<file path="src/rltt_pkg.sv">
package rltt_pkg;

    localparam int LINES_MAX_DEF = 4096;

    localparam int CFG_W     = 13;
    localparam int CFG_IDX_W = 2;
    localparam int IDX_OUT_W = 12;
    localparam int OFFSET_W  = 12;
    localparam int BRIGHT_W  = 7;
    localparam int PERIOD_W  = 16;
    localparam int TURN_W    = 32;
    localparam int OUT_W     = 56;

    localparam logic [CFG_IDX_W-1:0] REG_LINES  = 2'd0;
    localparam logic [CFG_IDX_W-1:0] REG_OFFSET = 2'd1;
    localparam logic [CFG_IDX_W-1:0] REG_BRIGHT = 2'd2;

    localparam logic [PERIOD_W-1:0] PERIOD_MAX   = 16'd65500;
    localparam logic [PERIOD_W-1:0] JUMP_LIMIT   = 16'd4;
    localparam logic [PERIOD_W-1:0] OFF_SCALE    = 16'd50000;
    localparam logic [PERIOD_W-1:0] PERIOD_RST   = 16'd30000;
    localparam logic [PERIOD_W-1:0] OFF_RST      = 16'd29950;
    localparam int                  LINES_RST    = 1920;
    localparam logic [OFFSET_W-1:0] OFFSET_RST   = 12'd700;
    localparam logic [BRIGHT_W-1:0] BRIGHT_MAX   = 7'd100;

    localparam logic CMD_TICK    = 1'b0;
    localparam logic CMD_TRIGGER = 1'b1;

    typedef enum logic [3:0] {
        ST_IDLE,
        ST_QUO,
        ST_DIVQ,
        ST_FILT,
        ST_MUL,
        ST_MULW,
        ST_DIVO,
        ST_DIVOW,
        ST_DONE
    } t_state;

    // divider: num[31:16] must be below den, quotient fits 16 bits
    typedef struct packed {
        logic                start;
        logic [TURN_W-1:0]   num;
        logic [PERIOD_W-1:0] den;
    } t_div_req;

    typedef struct packed {
        logic                start;
        logic [PERIOD_W-1:0] a;
        logic [PERIOD_W-1:0] b;
    } t_mul_req;

endpackage

</file>
<file path="src/rltt_div.sv">
module rltt_div
    import rltt_pkg::*;
(
    input  logic                i_clk,
    input  logic                i_rst_n,
    input  t_div_req            i_req,
    output logic                o_done,
    output logic [PERIOD_W-1:0] o_quo
);

    logic [PERIOD_W-1:0] r_rem;
    logic [PERIOD_W-1:0] r_lo;
    logic [PERIOD_W-1:0] r_den;
    logic [3:0]          r_cnt;
    logic                r_busy;
    logic                r_done;

    logic [PERIOD_W:0]   w_trial;
    logic                w_qbit;

    // one quotient bit per cycle, restoring
    assign w_trial = {r_rem, r_lo[PERIOD_W-1]};
    assign w_qbit  = (w_trial >= {1'b0, r_den});

    always_ff @(posedge i_clk) begin
        if (!i_rst_n) begin
            r_busy <= 1'b0;
            r_done <= 1'b0;
            r_cnt  <= '0;
        end else begin
            r_done <= 1'b0;
            if (i_req.start) begin
                r_busy <= 1'b1;
                r_cnt  <= '0;
            end else if (r_busy) begin
                r_cnt <= r_cnt + 4'd1;
                if (r_cnt == 4'd15) begin
                    r_busy <= 1'b0;
                    r_done <= 1'b1;
                end
            end
        end
    end

    always_ff @(posedge i_clk) begin
        if (i_req.start) begin
            r_rem <= i_req.num[TURN_W-1:PERIOD_W];
            r_lo  <= i_req.num[PERIOD_W-1:0];
            r_den <= i_req.den;
        end else if (r_busy) begin
            r_rem <= w_qbit ? PERIOD_W'(w_trial - {1'b0, r_den}) : w_trial[PERIOD_W-1:0];
            r_lo  <= {r_lo[PERIOD_W-2:0], w_qbit};
        end
    end

    assign o_done = r_done;
    assign o_quo  = r_lo;

endmodule

</file>
<file path="src/rltt_mul.sv">
module rltt_mul
    import rltt_pkg::*;
(
    input  logic              i_clk,
    input  logic              i_rst_n,
    input  t_mul_req          i_req,
    output logic              o_done,
    output logic [TURN_W-1:0] o_prod
);

    logic [TURN_W-1:0]   r_acc;
    logic [TURN_W-1:0]   r_a;
    logic [PERIOD_W-1:0] r_b;
    logic [3:0]          r_cnt;
    logic                r_busy;
    logic                r_done;

    always_ff @(posedge i_clk) begin
        if (!i_rst_n) begin
            r_busy <= 1'b0;
            r_done <= 1'b0;
            r_cnt  <= '0;
        end else begin
            r_done <= 1'b0;
            if (i_req.start) begin
                r_busy <= 1'b1;
                r_cnt  <= '0;
            end else if (r_busy) begin
                r_cnt <= r_cnt + 4'd1;
                if (r_cnt == 4'd15) begin
                    r_busy <= 1'b0;
                    r_done <= 1'b1;
                end
            end
        end
    end

    // shift-add, one multiplier bit per cycle
    always_ff @(posedge i_clk) begin
        if (i_req.start) begin
            r_acc <= '0;
            r_a   <= TURN_W'(i_req.a);
            r_b   <= i_req.b;
        end else if (r_busy) begin
            if (r_b[0]) begin
                r_acc <= r_acc + r_a;
            end
            r_a <= {r_a[TURN_W-2:0], 1'b0};
            r_b <= {1'b0, r_b[PERIOD_W-1:1]};
        end
    end

    assign o_done = r_done;
    assign o_prod = r_acc;

endmodule

</file>
<file path="src/rotation_line_timing_tracker_top.sv">
// Line tick: the result is registered straight into the output register on accept; one tick per cycle
//   while the output side keeps taking items.
// Trigger: two 16-step serial divides and a 16-step shift-add multiply, run one after another
//   (quotient, then LED-off threshold); the quotient divide is skipped when the quotient clamps.
// Reset (i_rst_n, synchronous, active low) restores the configuration and timing state to
//   their defaults; no clearing pass, the block is ready the cycle after reset.
module rotation_line_timing_tracker_top
    import rltt_pkg::*;
#(
    parameter int MAX_LINES = LINES_MAX_DEF
) (
    input  logic                 i_clk,
    input  logic                 i_rst_n,
    // config write channel
    input  logic                 i_cfg_valid,
    output logic                 o_cfg_ready,
    input  logic [CFG_IDX_W-1:0] i_cfg_addr,
    input  logic [CFG_W-1:0]     i_cfg_wdata,
    // input stream
    input  logic                 s_axis_tvalid,
    output logic                 s_axis_tready,
    input  logic [15:0]          s_axis_tdata,   // [15:0] partial_count
    input  logic                 s_axis_tuser,   // [0] command
    // result stream
    output logic                 m_axis_tvalid,
    input  logic                 m_axis_tready,
    output logic [OUT_W-1:0]     m_axis_tdata    // [11:0] front_line, [23:12] back_line,
                                                 // [39:24] period_out, [55:40] off_threshold
);

    // lines register width; config field is 13 bits so never wider than that
    localparam int LPT_FULL = $clog2(MAX_LINES + 1);
    localparam int LPT_W    = (LPT_FULL > CFG_W) ? CFG_W : LPT_FULL;
    localparam int IDX_W    = LPT_W;
    localparam int LPT_RST  = (MAX_LINES < LINES_RST) ? MAX_LINES : LINES_RST;

    // ---------------------------------------------------------------
    // state
    // ---------------------------------------------------------------
    t_state              r_state, n_state;
    logic [LPT_W-1:0]    r_lpt;
    logic [OFFSET_W-1:0] r_offset;
    logic [BRIGHT_W-1:0] r_bright;
    logic [TURN_W-1:0]   r_turn,   n_turn;
    logic [PERIOD_W-1:0] r_period, n_period;
    logic [PERIOD_W-1:0] r_off,    n_off;
    logic [PERIOD_W-1:0] r_quo,    n_quo;
    logic [IDX_W-1:0]    r_front,  n_front;
    logic [IDX_W-1:0]    r_back,   n_back;
    logic                r_out_valid, n_out_valid;
    logic [OUT_W-1:0]    r_out_data,  n_out_data;

    t_div_req            w_div_req;
    t_mul_req            w_mul_req;
    logic                w_div_done;
    logic [PERIOD_W-1:0] w_div_quo;
    logic                w_mul_done;
    logic [TURN_W-1:0]   w_mul_prod;

    logic                w_slot_free;
    logic                w_in_fire;

    rltt_div u_div (
        .i_clk   (i_clk),
        .i_rst_n (i_rst_n),
        .i_req   (w_div_req),
        .o_done  (w_div_done),
        .o_quo   (w_div_quo)
    );

    rltt_mul u_mul (
        .i_clk   (i_clk),
        .i_rst_n (i_rst_n),
        .i_req   (w_mul_req),
        .o_done  (w_mul_done),
        .o_prod  (w_mul_prod)
    );

    // output register frees the input side as soon as the result is taken
    assign w_slot_free   = !r_out_valid || m_axis_tready;
    assign s_axis_tready = (r_state == ST_IDLE) && w_slot_free;
    assign w_in_fire     = s_axis_tvalid && s_axis_tready;
    assign m_axis_tvalid = r_out_valid;
    assign m_axis_tdata  = r_out_data;
    assign o_cfg_ready   = 1'b1;

    // ---------------------------------------------------------------
    // configuration writes, lines and brightness with range saturation
    // ---------------------------------------------------------------
    logic [16:0] w_cfg_lines;

    always_comb begin
        if (i_cfg_wdata < CFG_W'(2)) begin
            w_cfg_lines = 17'd2;
        end else if (17'(i_cfg_wdata) > 17'(MAX_LINES)) begin
            w_cfg_lines = 17'(MAX_LINES);
        end else begin
            w_cfg_lines = 17'(i_cfg_wdata);
        end
    end

    always_ff @(posedge i_clk) begin
        if (!i_rst_n) begin
            r_lpt    <= LPT_W'(LPT_RST);
            r_offset <= OFFSET_RST;
            r_bright <= '0;
        end else if (i_cfg_valid && o_cfg_ready) begin
            unique case (i_cfg_addr)
                REG_LINES:  r_lpt    <= LPT_W'(w_cfg_lines);
                REG_OFFSET: r_offset <= i_cfg_wdata[OFFSET_W-1:0];
                REG_BRIGHT: r_bright <= (i_cfg_wdata[BRIGHT_W-1:0] > BRIGHT_MAX) ?
                                        BRIGHT_MAX : i_cfg_wdata[BRIGHT_W-1:0];
                default: ;
            endcase
        end
    end

    // ---------------------------------------------------------------
    // datapath helpers
    // ---------------------------------------------------------------
    logic [CFG_W-1:0]    w_lpt13;
    logic [CFG_W-1:0]    w_front13;
    logic [CFG_W-1:0]    w_back13;
    logic [CFG_W-1:0]    w_rel_front;
    logic [CFG_W:0]      w_rel_sum;
    logic [CFG_W:0]      w_rel_back;
    logic [IDX_W:0]      w_front_inc;
    logic [IDX_W:0]      w_back_inc;
    logic [TURN_W:0]     w_turn_sum;
    logic [TURN_W-1:0]   w_turn_sat;
    logic [PERIOD_W-1:0] w_addend;
    logic [PERIOD_W-1:0] w_q;
    logic [PERIOD_W-1:0] w_diff;
    logic [20:0]         w_filt;
    logic [PERIOD_W-1:0] w_new_period;
    logic [13:0]         w_bsq;
    logic [PERIOD_W-1:0] w_k;
    logic                w_quo_sat;

    assign w_lpt13   = CFG_W'(r_lpt);
    assign w_front13 = CFG_W'(r_front);
    assign w_back13  = CFG_W'(r_back);

    // tick advance; an index left beyond a shrunk turn wraps to zero too
    assign w_front_inc = {1'b0, r_front} + (IDX_W+1)'(1);
    assign w_back_inc  = {1'b0, r_back} + (IDX_W+1)'(1);

    // reload at trigger: offset saturates below the turn, back half a turn on
    assign w_rel_front = ({1'b0, r_offset} >= w_lpt13) ? (w_lpt13 - CFG_W'(1))
                                                       : {1'b0, r_offset};
    assign w_rel_sum   = {1'b0, w_rel_front} + {2'b00, w_lpt13[CFG_W-1:1]};
    assign w_rel_back  = (w_rel_sum >= {1'b0, w_lpt13}) ? (w_rel_sum - {1'b0, w_lpt13})
                                                        : w_rel_sum;

    // saturating accumulate, period on tick and partial count on trigger
    assign w_addend   = (s_axis_tuser == CMD_TRIGGER) ? s_axis_tdata : r_period;
    assign w_turn_sum = {1'b0, r_turn} + (TURN_W+1)'(w_addend);
    assign w_turn_sat = w_turn_sum[TURN_W] ? '1 : w_turn_sum[TURN_W-1:0];

    // quotient above 16 bits only ever clamps, so skip the divide then
    assign w_quo_sat = (r_turn[TURN_W-1:PERIOD_W] >= PERIOD_W'(r_lpt));

    // jump or (15*old + new)/16
    assign w_q          = (r_quo > PERIOD_MAX) ? PERIOD_MAX : r_quo;
    assign w_diff       = (w_q > r_period) ? (w_q - r_period) : (r_period - w_q);
    assign w_filt       = (21'(r_period) << 4) - 21'(r_period) + 21'(w_q);
    assign w_new_period = (w_diff > JUMP_LIMIT) ? w_q : w_filt[19:4];

    // off threshold scale factor, 50000 - b^2 (b <= 100)
    assign w_bsq = 14'(r_bright) * 14'(r_bright);
    assign w_k   = OFF_SCALE - PERIOD_W'(w_bsq);

    // ---------------------------------------------------------------
    // sequencer
    // ---------------------------------------------------------------
    always_comb begin
        n_state     = r_state;
        n_turn      = r_turn;
        n_period    = r_period;
        n_off       = r_off;
        n_quo       = r_quo;
        n_front     = r_front;
        n_back      = r_back;
        n_out_valid = r_out_valid;
        n_out_data  = r_out_data;
        w_div_req   = '0;
        w_mul_req   = '0;

        if (r_out_valid && m_axis_tready) begin
            n_out_valid = 1'b0;
        end

        unique case (r_state)
            ST_IDLE: begin
                if (w_in_fire) begin
                    n_turn = w_turn_sat;
                    if (s_axis_tuser == CMD_TICK) begin
                        n_out_valid = 1'b1;
                        n_out_data  = {r_off, r_period, w_back13[IDX_OUT_W-1:0],
                                       w_front13[IDX_OUT_W-1:0]};
                        n_front = (w_front_inc >= (IDX_W+1)'(r_lpt)) ? '0
                                                                     : w_front_inc[IDX_W-1:0];
                        n_back  = (w_back_inc >= (IDX_W+1)'(r_lpt)) ? '0
                                                                    : w_back_inc[IDX_W-1:0];
                    end else begin
                        n_state = ST_QUO;
                    end
                end
            end
            ST_QUO: begin
                if (w_quo_sat) begin
                    n_quo   = PERIOD_MAX;
                    n_state = ST_FILT;
                end else begin
                    w_div_req.start = 1'b1;
                    w_div_req.num   = r_turn;
                    w_div_req.den   = PERIOD_W'(r_lpt);
                    n_state         = ST_DIVQ;
                end
            end
            ST_DIVQ: begin
                if (w_div_done) begin
                    n_quo   = w_div_quo;
                    n_state = ST_FILT;
                end
            end
            ST_FILT: begin
                n_period = w_new_period;
                n_turn   = '0;
                n_state  = ST_MUL;
            end
            ST_MUL: begin
                w_mul_req.start = 1'b1;
                w_mul_req.a     = r_period;
                w_mul_req.b     = w_k;
                n_state         = ST_MULW;
            end
            ST_MULW: begin
                if (w_mul_done) begin
                    n_state = ST_DIVO;
                end
            end
            ST_DIVO: begin
                // product / 50000 stays below 2^16, so the high half is below the divisor
                w_div_req.start = 1'b1;
                w_div_req.num   = w_mul_prod;
                w_div_req.den   = OFF_SCALE;
                n_state         = ST_DIVOW;
            end
            ST_DIVOW: begin
                if (w_div_done) begin
                    n_off   = w_div_quo;
                    n_state = ST_DONE;
                end
            end
            ST_DONE: begin
                if (w_slot_free) begin
                    n_front     = IDX_W'(w_rel_front);
                    n_back      = IDX_W'(w_rel_back);
                    n_out_valid = 1'b1;
                    n_out_data  = {r_off, r_period, w_rel_back[IDX_OUT_W-1:0],
                                   w_rel_front[IDX_OUT_W-1:0]};
                    n_state     = ST_IDLE;
                end
            end
            default: n_state = ST_IDLE;
        endcase
    end

    always_ff @(posedge i_clk) begin
        if (!i_rst_n) begin
            r_state     <= ST_IDLE;
            r_turn      <= '0;
            r_period    <= PERIOD_RST;
            r_off       <= OFF_RST;
            r_front     <= '0;
            r_back      <= IDX_W'(LPT_RST / 2);
            r_out_valid <= 1'b0;
        end else begin
            r_state     <= n_state;
            r_turn      <= n_turn;
            r_period    <= n_period;
            r_off       <= n_off;
            r_front     <= n_front;
            r_back      <= n_back;
            r_out_valid <= n_out_valid;
        end
    end

    always_ff @(posedge i_clk) begin
        r_quo      <= n_quo;
        r_out_data <= n_out_data;
    end

    // ---------------------------------------------------------------
    // checks
    // ---------------------------------------------------------------
    a_trig_starts: assert property (@(posedge i_clk) disable iff (!i_rst_n)
        (w_in_fire && s_axis_tuser == CMD_TRIGGER) |=> (r_state == ST_QUO))
        else $error("trigger did not start the period update");

    a_div_owner: assert property (@(posedge i_clk) disable iff (!i_rst_n)
        w_div_done |-> (r_state == ST_DIVQ || r_state == ST_DIVOW))
        else $error("divider finished outside a wait state");

    a_mul_owner: assert property (@(posedge i_clk) disable iff (!i_rst_n)
        w_mul_done |-> (r_state == ST_MULW))
        else $error("multiplier finished outside its wait state");

    a_reload_range: assert property (@(posedge i_clk) disable iff (!i_rst_n)
        (r_state == ST_DONE && w_slot_free) |=>
            (CFG_W'(r_front) < w_lpt13 && CFG_W'(r_back) < w_lpt13))
        else $error("reloaded line index outside the turn");

    a_period_clamp: assert property (@(posedge i_clk) disable iff (!i_rst_n)
        (r_state == ST_FILT) |=> (r_period <= PERIOD_MAX))
        else $error("line period above clamp");

endmodule

</file>
<file path="config.mk">
export PLATFORM = sky130hd
export DESIGN_NAME = rotation_line_timing_tracker_top
export DESIGN_NICKNAME = d
export VERILOG_FILES = /design/src/rltt_pkg.sv /design/src/rltt_div.sv /design/src/rltt_mul.sv /design/src/rotation_line_timing_tracker_top.sv
export SDC_FILE = /design/constraint.sdc
export NUM_CORES = 1
export LEC_CHECK = 0
export ABC_AREA = 1
export BUFFER_PORTS_ARGS = -buffer_cell sky130_fd_sc_hd__buf_2
export CAP_MARGIN = 20
export CORE_ASPECT_RATIO = 1.1
export CORE_MARGIN = 5
export CORE_UTILIZATION = 51
export DETAILED_ROUTE_END_ITERATION = 10
export GPL_ROUTABILITY_DRIVEN = 0
export PLACE_DENSITY = 0.68
export SLEW_MARGIN = 20
export SYNTH_ARGS = -nofsm -noshare
export SYNTH_HDL_FRONTEND = slang
export SYNTH_SLANG_ARGS = --single-unit
</file>
<file path="constraint.sdc">
create_clock -name i_clk -period 6.5 [get_ports i_clk]
set_input_delay 0.325 -clock i_clk [delete_from_list [all_inputs] [get_ports i_clk]]
set_output_delay 0.325 -clock i_clk [all_outputs]
set_load 0.005 [all_outputs]
</file>
==> flow_summary.toml, run 1 <==
[clocking]
cts-buffers-inserted = 39
postCtsSetupRepairBufs = 0
h-tree-depth = 2
clkSlewWorstSetupHoldPaths_ns = 0.06
clock_sinks = 337
cts_tree = "yes"
insertion_delay_ns = 0.56
cts_root_buf = "clkbuf_16"
cts_buffer_depth = 3

[critical_path]
slowest_stage = "dfxtp_1"
cp.arrival_ns = 6.07
start_kind = "flip-flop"
critical_path_class = "reg -> reg"
crit_buf_inv = 4
slowest_delay_ns = 0.39
crit_fanout = 22
worstPathRequired_ns = 6.79
end_kind = "flip-flop"
crit_family = "compound AO/OA/AOI/OAI gates"
path_common_cell = "inv_1"

[sta]
hold_viol = 0
setup_viol = 0
period_share_pct = 88.9
slew_viol_final = 0
max_freq_mhz = 173
worst_pin_slew_ns = 1.05
relSlewSlack_pct = 29.8
worst_hold_slack_ns = 0.0291
grt_setup_unrepaired = "no"
finalSetupTns_ns = 0
fin_skew_ns = 0.0162
fin_crit_ns = 5.78

[route]
drtIter0Drc = 1913
wl_met3_um = 4180
met2_length_um = 32500
drt-met1-wl_um = 29700
via_per_inst = 5.57
wl_per_cell_um = 16.8
vias = 23145
drt_pre_antenna_iters = 5
detail-route-antenna-nets = 0
drc = 0
wl_um = 69600
routed.top_layer = "met4"

[synthesis]
synth_top_flop_cell = "dfxtp_1"
ys_seq_elements = 337
synth_edf_count = 150
synth_most_common_cell = "nand2_1"
synth_cells = 3415
yosysWarnings = 0
synth_common_cells = "nand2_1 (813), inv_1 (461), o21ai_0 (282)"
synth_nets = 3705
synthArstFlopShare_pct = 0
yosysSeqAreaShare_pct = 33.0
synth_area_mm2 = 0.0250
synth.area.top_cells = "edfxtp_1 (18%), dfxtp_1 (15%), nand2_1 (12%)"
yosys.area.top_type = "edfxtp_1"
ys_types = 58
synth.avg_cell_area_um2 = 7.32
synth_top_area_share_pct = 18.0

[floorplanning]
initial_utilization_pct = 51.3
core_mm2 = 0.0487
die_w_um = 221
row_count = 85
die_area_mm2 = 0.0535
ios = 96
die_h_um = 242

[power_and_ir_drop]
ir_drop_v = 0.000164
powerDensity_mw_per_mm2 = 277
leakage_nw = 12.8

[placement]
postPlaceCellArea_mm2 = 0.0261
io_buffers = 94
place_hpwl_um = 52700

[grt]
grt_start_max_net_pins = 73
track_usage_pct = 25.0
grt_pass1_vias = 22198
overflow = 0
antenna_found_initial = 0
grt_pass1_wl_um = 112000

[worst_hold_path]
hold_class = "in -> reg"

[finish]
drive_above_1_share_pct = 7.54
syn_to_final_growth_pct = 9.80
fin_nets = 3763
n_antenna_cell = 0
final_area_mm2 = 0.0274
fill_cells = 4608

[job]
maxCapViolations = 0

[status]
status = "completed"
-- routing by layer --
metal / track usage, % / vias to the layer above
li1: - / 11395
met2: 42.7 / 820
met3: 3.13 / 184
met1: 31.9 / 10746
met5: 0 / -
met4: 11.1 / 0
-- worst register-to-register path: cells and delay by family, from the launching register on --
family	cells	cell delay [ns]
buf+inv	4	0.64
fa+ha+maj	3	1.07
xor+xnor	1	0.27
simple gates	9	1.21
compound gates	9	1.92
flops	1	0.39
-- path summary, 6_finish.rpt --
check                 startpoint          endpoint  slack [ns]  depth (start not counted)
hold / removal    i_cfg_wdata[3]       r_offset[3]        0.03                          3
setup reg to reg        r_lpt[6]  m_axis_tdata[21]        0.72                         26
setup / recovery        r_lpt[6]  m_axis_tdata[21]        0.72                         26
hold reg to reg        r_off[15]  m_axis_tdata[55]        0.43                          0
-- layout make-up --
type	instances	area [µm²]	area share, %
inverter	480	1800	6.57
clock inverter	19	236	0.862
timing repair buffer	126	716	2.61
sequential	337	8250	30.1
clock buffer	52	1110	4.04
multi-input combinational	2489	14500	52.9
tap	652	816	2.97
-- cell families after synthesis --
| group | count (synthesis) | share of synthesized area, % |
|---|---|---|
| adders and majority gates | 253 | 13.8 |
| buffers and inverters | 589 | 9.04 |
| AOI/OAI and AO/OA | 732 | 16.3 |
| other | 1 | 0.0150 |
| DFF | 337 | 33.0 |
| and+or+nand+nor | 1356 | 22.7 |
| xor gates and xnor gates | 147 | 5.15 |
-- placed cells by master, fill, tap and decap left out, types with 40 or more instances in the layout --
| cell | instances |
|---|---|
| nand2_1 | 812 |
| clkbuf_16 | 42 |
| xnor2_1 | 40 |
| a21oi_1 | 271 |
| dfxtp_1 | 187 |
| xor2_1 | 107 |
| buf_2 | 94 |
| inv_1 | 459 |
| ha_1 | 217 |
| nor2_1 | 264 |
| o211ai_1 | 43 |
| edfxtp_1 | 150 |
| nand3_1 | 139 |
| o21ai_0 | 279 |
-- state kept, by name (all words and copies together) (netlist names), 32 cells and up --
| name | count |
|---|---|
| m_axis_tdata | 56 |
| r_turn | 32 |
| u_mul.o_prod | 32 |
| u_mul.r_a | 32 |
-- timing repair --
item                                    in CTS  in global routing
endpoints found under the hold margin        2                  0
endpoints found under the setup margin       0                 25
hold buffers                                 2                  0
gates resized for setup                      0                  4
-- through the flow --
stage,std cells,setup slack (ns),utilization (%),power [mW]
floorplan,3415,1.41,-,4.62
global placement,4081,0.677,53.5,5.20
detailed placement,4081,0.450,53.5,5.27
CTS,4154,0.414,56.3,7.62
global route,4155,0.0265,56.3,8.10
finish,4155,0.724,56.3,7.61
-- power by group --
| group | leakage, nW | total, mW | switching (mW) | internal (mW) |
|---|---|---|---|---|
| clock | 0.650 | 2.33 | 0.925 | 1.40 |
| combinational | 9.26 | 2.55 | 1.64 | 0.915 |
| sequential | 2.85 | 2.73 | 0.196 | 2.53 |
| total | 12.8 | 7.61 | 2.76 | 4.85 |
No activity file was read; power rests on OpenSTA's default activity.
==> run 2: changes to the inputs <==
Settings changed: CELL_PAD_IN_SITES_DETAIL_PLACEMENT set to 1, CELL_PAD_IN_SITES_GLOBAL_PLACEMENT set to 2, CORE_UTILIZATION 51 to 37, PLACE_DENSITY 0.68 to not set, PLACE_DENSITY_LB_ADDON set to 0.1, SKIP_LAST_GASP set to 1.
==> flow_summary.toml, run 2 (synthesis gave the netlist of run 1 again) <==
[status]
status = "completed"

[power_and_ir_drop]
power_mw = 7.81
leakage_nw = 12.8
p_sw_mw = 2.95
p_int_mw = 4.86
comb_power_share_pct = 34.3
ir_drop_v = 0.000172
switching_share_pct = 37.8
powerDensity_mw_per_mm2 = 281
power_frac_seq_pct = 35.2
clockPowerShare_pct = 30.5

[placement]
numPlacedInstances = 4302
io_buffers = 94
place_hpwl_um = 67500

[grt]
grt_pass1_wl_um = 137000
track_usage_pct = 23.5
overflow = 0
grt_pass1_vias = 24591
grt_start_max_net_pins = 56
antenna_found_initial = 1

[route]
detail-route-antenna-nets = 0
wl_per_cell_um = 20.0
drc = 0
vias = 23200
wl_um = 87600
drtIter0Drc = 1177
drt_pre_antenna_iters = 5
via_per_inst = 5.30

[critical_path]
cp.arrival_ns = 6.13
crit_fanout = 22
critical_path_class = "reg -> reg"
crit_buf_inv = 5
crit_family = "compound AO/OA/AOI/OAI gates"
slowest_stage = "dfxtp_1"
worstPathRequired_ns = 6.80
start_kind = "flip-flop"
end_kind = "flip-flop"
slowest_delay_ns = 0.51

[clocking]
cts_tree = "yes"
cts_root_buf = "clkbuf_16"
cts_buffer_depth = 3
cts-buffers-inserted = 43
h-tree-depth = 2
insertion_delay_ns = 0.58
postCtsSetupRepairBufs = 0
clock_sinks = 337
clkSlewWorstSetupHoldPaths_ns = 0.07

[floorplanning]
row_count = 100
die_w_um = 258
initial_utilization_pct = 37.1
die_area_mm2 = 0.0728
die_h_um = 283
ios = 96
core_mm2 = 0.0673

[finish]
multi_input_area_mm2 = 0.0145
syn_to_final_growth_pct = 11.1
fin_nets = 3771
seq_area_mm2 = 0.00825
drive_above_1_share_pct = 7.71
fill_cells = 8485
layout_commonest_cell = "nand2_1"
largest_reg_flops = 56
final_cells = 4381
layout_common_cells = "nand2_1 (812), inv_1 (459), o21ai_0 (279)"
n_antenna_cell = 0

[sta]
grt_setup_unrepaired = "no"
max_freq_mhz = 172
relSlewSlack_pct = 35.5
setup_viol = 0
hold_viol = 0
period_share_pct = 89.6
fin_crit_ns = 5.82
slew_viol_final = 0
worst_pin_slew_ns = 0.967
finalSetupTns_ns = 0
fin_skew_ns = 0.0186

[job]
maxCapViolations = 0

[worst_hold_path]
hold_class = "in -> reg"
## run 2: changes by cell type in the layout (fill, tap and decap cells not counted), moves of 2 or more
cell,change
clkinvlp_4,-2
clkbuf_16,+2
clkbuf_1,+4
clkinv_1,+2
buf_4,+6
bufinv_16,-2
## run 2: routing by layer
| layer | part of all wire, % | GRT usage (%) | wire [µm] |
|---|---|---|---|
| met4 | 3.3 | 7.94 | 2930 |
| met2 | 50 | 43.6 | 44000 |
| met1 | 43 | 28.5 | 37800 |
| met3 | 3.2 | 2.59 | 2810 |
| met5 | 0 | 0 | 0 |
## run 2: layout make-up
cell class	count	area share, %
Multi-Input combinational cell	2489	52.3
Sequential cell	337	29.7
Inverter	480	6.50
Clock buffer	59	4.28
Tap cell	867	3.91
Timing Repair Buffer	130	2.68
Clock inverter	19	0.654
## run 2: repair_timing
action,CTS,global route
endpoints found under the setup margin,0,25
gates resized for setup,0,4
hold buffers,1,0
endpoints found under the hold margin,1,0
## run 2: worst register-to-register path: cells and delay by family, from the launching register on
family | cells | cell delay (ns)
AOI/OAI and AO/OA | 11 | 2.00
xor gates and xnor gates | 1 | 0.28
adders and majority gates | 3 | 1.05
buffers and inverters | 5 | 0.67
DFF | 1 | 0.51
and+or+nand+nor | 8 | 1.06
## run 2: power groups by stage
stage | registers, mW | clock network [mW] | logic (mW)
6_report | 2.75 | 2.38 | 2.68
4_1_cts | 2.75 | 2.45 | 2.69
5_1_grt | 2.78 | 2.53 | 3.02
3_5_place_dp | 2.79 | 0 | 2.66
3_3_place_gp | 2.79 | 0 | 2.57
2_1_floorplan | 2.70 | 0 | 1.92
## run 2: final timing paths
check | slack (ns) | from | cells past startpoint | end
max | 0.68 | r_lpt[2] | 28 | m_axis_tdata[21]
min | 0.04 | i_cfg_wdata[11] | 3 | r_lpt[11]
min reg2reg | 0.45 | r_off[13] | 0 | m_axis_tdata[53]
max reg2reg | 0.68 | r_lpt[2] | 28 | m_axis_tdata[21]
## run 2: through the flow
stage | hold WS (ns) | setup slack [ns] | util [%] | instance area (µm²)
finish | 0.0450 | 0.675 | 41.2 | 27800
global route | 0.0417 | 0.00492 | 41.2 | 27800
CTS | 0.0143 | 0.262 | 41.2 | 27800
detailed placement | 0.429 | 0.283 | 39.2 | 26400
global placement | 0.425 | 0.461 | 39.2 | 26400
floorplan | 0.403 | 1.41 | - | 25000
